**config.mk**
```make
export PLATFORM = sky130hd
export DESIGN_NAME = upcm_ctrl
export DESIGN_NICKNAME = d
export VERILOG_FILES = /design/src/upcm_pkg.sv /design/src/upcm_ctrl.sv
export SDC_FILE = /design/constraint.sdc
export NUM_CORES = 1
export LEC_CHECK = 0
export ABC_AREA = 1
export BUFFER_PORTS_ARGS = -buffer_cell sky130_fd_sc_hd__buf_4
export CORE_AREA = 2 2 39 41
export CTS_CLUSTER_SIZE = 28
export DETAILED_ROUTE_END_ITERATION = 12
export DIE_AREA = 0 0 41 43
export HOLD_SLACK_MARGIN = 0.12
export PLACE_DENSITY_LB_ADDON = 0.05
export SLEW_MARGIN = 20
export SYNTH_ARGS = -nofsm -noshare
export SYNTH_HDL_FRONTEND = slang
export SYNTH_SLANG_ARGS = --single-unit
```
**constraint.sdc**
```tcl
create_clock -name aclk -period 1.3 [get_ports aclk]
set_input_delay 0.13 -clock aclk [delete_from_list [all_inputs] [get_ports aclk]]
set_output_delay 0.13 -clock aclk [all_outputs]
set_load 0.05 [all_outputs]
```
**src/upcm_pkg.sv**
```systemverilog
// ----------------------------------------------------------------------------
// upcm_pkg
// Types, constants and helpers shared by the unique-prefix command matcher.
// ----------------------------------------------------------------------------
package upcm_pkg;

    localparam int MAX_ENTRIES = 64;
    localparam int MAX_CHARS   = 11;

    localparam int IDX_W       = $clog2(MAX_ENTRIES);
    localparam int CNT_W       = $clog2(MAX_ENTRIES + 1);
    localparam int POS_W       = $clog2(MAX_CHARS + 1);
    localparam int TCHAR_DEPTH = MAX_ENTRIES * MAX_CHARS;
    localparam int TCHAR_AW    = $clog2(TCHAR_DEPTH);

    localparam int CHAR_W      = 8;
    localparam int ECNT_W      = 7;
    localparam int CMP_W       = (ECNT_W > CNT_W) ? ECNT_W : CNT_W;
    localparam int OUT_IDX_W   = 6;
    localparam int CFG_IDX_W   = 1;
    localparam int CFG_DATA_W  = 7;
    localparam int HITS_W      = 2;

    localparam logic [CFG_IDX_W-1:0] CFG_CASE_FOLD   = 1'b0;
    localparam logic [CFG_IDX_W-1:0] CFG_ENTRY_COUNT = 1'b1;

    localparam logic [HITS_W-1:0] HITS_NONE = 2'd0;
    localparam logic [HITS_W-1:0] HITS_ONE  = 2'd1;
    localparam logic [HITS_W-1:0] HITS_MANY = 2'd2;

    typedef enum logic [1:0] {
        REQ_TABLE_WR = 2'd0,
        REQ_CHAR     = 2'd1,
        REQ_END      = 2'd2,
        REQ_NONE     = 2'd3
    } req_type_t;

    typedef enum logic [1:0] {
        VERD_OPEN    = 2'd0,
        VERD_LESS    = 2'd1,
        VERD_GREATER = 2'd2
    } verdict_t;

    typedef enum logic [1:0] {
        MATCH_SINGLE = 2'd0,
        MATCH_NONE   = 2'd1,
        MATCH_AMBIG  = 2'd2
    } match_status_t;

    typedef enum logic [1:0] {
        CS_IDLE,
        CS_SCAN,
        CS_WALK,
        CS_REPORT
    } ctrl_state_t;

    typedef struct packed {
        req_type_t         req_type;
        logic [5:0]        entry_index;
        logic [3:0]        char_pos;
        logic [CHAR_W-1:0] char_value;
    } in_item_t;

    typedef struct packed {
        match_status_t         match_status;
        logic [OUT_IDX_W-1:0]  match_index;
    } out_item_t;

    typedef struct packed {
        logic tbl_write;
        logic start_char;
        logic start_walk;
        logic load_out;
    } upcm_cmd_t;

    typedef struct packed {
        logic done;
        logic char_nonzero;
        logic out_free;
    } upcm_status_t;

    function automatic logic [CHAR_W-1:0] fold_char(input logic fold,
                                                    input logic [CHAR_W-1:0] c);
        logic [CHAR_W-1:0] r;
        r = c;
        if (fold && c >= 8'h61 && c <= 8'h7A) begin
            r = c - 8'h20;
        end
        return r;
    endfunction

endpackage

```
**src/upcm_ctrl.sv**
```systemverilog
// ----------------------------------------------------------------------------
// upcm_ctrl
// Controller: takes input transactions and sequences table writes, character
// scans, the closing walk and the result hand-off.
// ----------------------------------------------------------------------------
module upcm_ctrl (
    input  logic                   aclk,
    input  logic                   aresetn,
    input  logic                   s_valid,
    input  upcm_pkg::req_type_t    s_req_type,
    output logic                   s_ready,
    input  upcm_pkg::upcm_status_t st,
    output upcm_pkg::upcm_cmd_t    cmd
);

    upcm_pkg::ctrl_state_t state_reg, state_next;

    always_ff @(posedge aclk) begin
        if (!aresetn) begin
            state_reg <= upcm_pkg::CS_IDLE;
        end else begin
            state_reg <= state_next;
        end
    end

    always_comb begin
        state_next = state_reg;
        cmd        = '0;
        s_ready    = (state_reg == upcm_pkg::CS_IDLE);
        unique case (state_reg)
            upcm_pkg::CS_IDLE: begin
                if (s_valid) begin
                    unique case (s_req_type)
                        upcm_pkg::REQ_TABLE_WR: begin
                            cmd.tbl_write = 1'b1;
                        end
                        upcm_pkg::REQ_CHAR: begin
                            // a character that folds to zero is dropped
                            if (st.char_nonzero) begin
                                cmd.start_char = 1'b1;
                                state_next     = upcm_pkg::CS_SCAN;
                            end
                        end
                        upcm_pkg::REQ_END: begin
                            cmd.start_walk = 1'b1;
                            state_next     = upcm_pkg::CS_WALK;
                        end
                        upcm_pkg::REQ_NONE: begin
                        end
                    endcase
                end
            end
            upcm_pkg::CS_SCAN: begin
                if (st.done) begin
                    state_next = upcm_pkg::CS_IDLE;
                end
            end
            upcm_pkg::CS_WALK: begin
                if (st.done) begin
                    state_next = upcm_pkg::CS_REPORT;
                end
            end
            upcm_pkg::CS_REPORT: begin
                // hold until the output register is free
                if (st.out_free) begin
                    cmd.load_out = 1'b1;
                    state_next   = upcm_pkg::CS_IDLE;
                end
            end
        endcase
    end

endmodule

```
# Yosys cells after proc, flatten, opt, wreduce, memory -nomap -nowiden
# Index checks and enable logic that the tools add are counted.
[word_totals]
output_inout_bits = 5
register_bits = 2
in_bits = 8
[op_classes]
eq_ne = 11
reduce_logical = 3
n_mux = 15
[op_table]
columns = ["operator", "count"]
rows = [
  ["2-to-1 mux 2 bit", 5],
  ["inequality test 2 bit, second input constant", 4],
  ["case mux 2 bit (4 select lines)", 1],
  ["equality test 2 bit, second input constant", 3],
  ["2-to-1 mux 1 bit", 6],
  ["2-to-1 mux 3 bit", 2],
  ["AND reduction 6 bit", 1],
  ["equality test 2 x 1 -> 1 bit, second input constant", 2],
  ["zero test 2 bit", 2],
  ["case mux 2 bit (2 select lines)", 1],
  ["inequality test 3 x 1 -> 1 bit, second input constant", 1],
  ["inequality test 3 bit, second input constant", 1],
]

# Depth between registers and ports, before layout
[logic_depth]
depth_word = 4
ltp_mapped = 9

# Worst setup path after synthesis
# No wires, ideal clock.
[synth_timing]
kind = "register -> output"
from = "register state_reg[0]"
to = "output port cmd[2] (netlist name)"
arrival_time_ns = 1.623
path_stages_with_launch = 6
path_buffers = 0
path_slack_ns = -0.453
required_ns = 1.170
cell_sequence = "dfxtp_1 -> inv_2 -> nand2_2 -> nor2_1 -> inv_1 -> nor3_1"
[synth_lines]
columns = ["element", "line_no", "text"]
rows = [
  ["start, declared", "upcm_ctrl.sv:16", "upcm_pkg::ctrl_state_t state_reg, state_next;"],
  ["start signal, assigned", "upcm_ctrl.sv:20", "state_reg <= upcm_pkg::CS_IDLE;"],
  ["start signal, assigned", "upcm_ctrl.sv:22", "state_reg <= state_next;"],
  ["end, declared", "upcm_ctrl.sv:13", "output upcm_pkg::upcm_cmd_t cmd"],
]

==> summary.md <==
| Metric | Value |
|---|---|
| HP Class | `input port to register` |
| Worst VDD drop | `roughly 0.75 mV` |
| Critical path class | `register to output port` |
| WL final | `630 µm` |
| Tot GR Track Use | `8.900%` |
| Critical Path, Cell by Cell | `inv_2 -> nand2_4 -> nor2_4 -> inv_2 -> nor3_2 -> buf_6` |
| Max_slew headroom | `87.24%` |
| FILL cells | `155` |
| CP bufs+invs | `3` |
| # IOs | `13` |
| Clk_lat worst skew | `0.23 ns` |
| CP max stage cell | `dfxtp_2` |
| Max-Cap Viols | `0` |
| Clock slew seen by the registers of the worst setup and hold paths | `0.03 ns` |
| Post-Synthesis Cells | `40` |
| Worst Setup End Kind | `output port` |
| TritonCTS clock tree | `yes` |
| Core Area | `approximately 0.0014 mm²` |
| Initial antenna violation count | `0` |
| Largest cells by area after synthesis | `dfxtp_1 (19%), nand2_1 (16%), inv_1 (14%)` |
| Largest fanout on the critical path | `2` |
| Pin count of the biggest net entering global routing | `5` |
| Status | `complete, no violations` |
| Setup-failing EPs final | `0` |
| CTS Buf Count | `3` |
| Clk root buf | `clkbuf_4` |
| Dpl hpwl | `around 460 µm` |
| CP top delay family | `flip-flops` |
| Unrepaired setup endpoints after global routing | `true` |
| Max FFs per register | `2` |
| Die footprint | `roughly 0.0018 mm²` |
| Worst path max stage delay | `0.31 ns` |
| Grt ovf | `0` |
| Synth warnings | `0` |
| Max-slew violations | `0` |
| Layout cells sized above 1 | `62.90%` |
| Commonest non-fill, non-tap cells in the layout | `buf_4 (14), inv_1 (7), nand2_1 (7)` |
| Final hold violations | `0` |
| Setup TNS Final | `0 ns` |
| Minimum clock period | `1.257 ns` |
| Sequential share of the synthesized area | `18.71%` |
| First-pass GRT wire length | `1028 µm` |
| Flops & latches, synth | `2` |
| Routed via count | `301` |
| Final period util | `a little over nine tenths` |
| Synth cell types | `12` |
| Num rows | `14` |
| Die Y | `43 µm` |
| DR pass1 iterations | `4` |
| Iter 0 DRT Violations | `8` |
| Least-Margin Pin Slew | `about 0.19 ns` |
| Area leader, netlist | `dfxtp_1` |
| CP Data Arrival Time | `1.13 ns` |
| Power Total | `roughly 0.0010 W` |
| Most common cell after layout, fill and taps aside | `buf_4` |
| CP required | `~1.2 ns` |
| Die width | `41 µm` |
| Average size of a mapped cell | `between 5 and 6 µm²` |
| Cell Area, Synth | `214.0 µm²` |
| Vias in the first global route | `between 200 and 300` |
| Crit-path most repeated cell | `inv_2` |
| Via/cell ratio | `a little under 4` |
| Final hold slack | `roughly 0.14 ns` |
| Starting Density | `15.46%` |
| Port buffer count | `12` |
| Area grow syn2layout | `117.0%` |
| Fmax | `between 0.7 and 0.8 GHz` |
| Max clock buf depth | `2` |
| Layout Nets | `72` |
| Net Count, Synth | `48` |
| Power density cells | `between 2000 and 2500 mW/mm²` |
| Max H-tree Level | `1` |
| N_diodes | `0` |
| Area of the multi-input gates | `176.4 µm²` |
| Antenna-violating nets left | `0` |
| Leakage | `roughly 0.26 nW` |
| Area share of the largest cell type after synthesis | `18.71%` |
| Register Area | `about 43 µm²` |
| Critical path startpoint category | `register` |
| RD Place Congestion | `0.7582` |
| Final Skew | `0.007596 ns` |
| Clk sinks | `2` |
| Routed len/inst | `between 8 and 9 µm` |
| Drt drc | `0` |
[layout make-up]
class | count | area share (%)
Clock buffer | 3 | 4.852
Inverter | 11 | 8.895
Multi-Input combinational cell | 27 | 38.01
Sequential cell | 2 | 9.164
Tap cell | 16 | 4.313
Timing Repair Buffer | 19 | 34.77
[worst register-to-register path, cell delays in order (launching register included)]
cell and delay (ns):
dfxtp_2 0.31, inv_2 0.07, nand2_4 0.07, buf_6 0.13, buf_6 0.11, nand2_4 0.04, nand2_2 0.05, nand2_2 0.06
nand3_2 0.08, nand2_1 0.08, nand2_1 0.05, nor2_1 0.09
[power breakdown]
part | internal (W) | switching, W | total (W)
Combinational | 0.000347 | 0.000428 | 0.000775
Clock | 0.000102 | 0.0000390 | 0.000141
Sequential | 0.0000959 | 0.0000214 | 0.000117
[layer usage]
layer | share of wire (%) | track usage, % | wire length, µm
met5 | 0 | 0 | 0
met3 | 4.8 | 4.712 | 30
met4 | 0 | 6.000 | 0
met1 | 47 | 10.79 | 297
met2 | 48 | 11.56 | 302
[synthesized netlist by cell type, drive strengths merged]
cell and count:
nand2 12, inv 11, nor2 5, nand3 4
nor3 3, dfxtp 2, a21oi 1, nand4 1
o21ai 1
[worst paths after layout]
| kind | from | endpoint | slack, ns | depth (start not counted) |
|---|---|---|---|---|
| worst min-delay path | aresetn | state_reg[0]$_SDFFE_PN0P_ | 0.14 | 3 |
| worst min register to register | state_reg[0]$_SDFFE_PN0P_ | state_reg[0]$_SDFFE_PN0P_ | 0.65 | 4 |
| worst max register to register | state_reg[0]$_SDFFE_PN0P_ | state_reg[0]$_SDFFE_PN0P_ | 0.10 | 11 |
| worst max-delay path | state_reg[0]$_SDFFE_PN0P_ | cmd[2] | 0.04 | 6 |
[what timing repair did]
action                                 in CTS  in global routing
hold buffers                                0                  0
pin swaps                                   3                  7
resized for setup                           8                  7
setup endpoints to repair                   2                  5
endpoints found under the hold margin       0                  0
setup buffers                               5                  2
[metrics by stage]
stage          instance area (µm²)  setup WS, ns  cells  utilization (%)
2_1_floorplan                229.0      -0.04059     40                -
3_3_place_gp                 339.1        0.1928     68            24.50
5_1_grt                      464.2      -0.03388     78            33.54
4_1_cts                      421.7      -0.04830     76            30.47
3_5_place_dp                 339.1        0.1800     68            24.50
6_report                     464.2       0.04340     78            33.54
[kinds of logic (layout without fill, tap and decap cells)]
logic type | count (synthesis) | after routing | share of synthesized area, %
AND/OR/NAND/NOR | 25 | 25 | 57.31
flip-flops | 2 | 2 | 18.71
buffers and inverters | 11 | 33 | 19.30
AO/OA/AOI/OAI | 2 | 2 | 4.674
(Power assumes the default switching activity.)
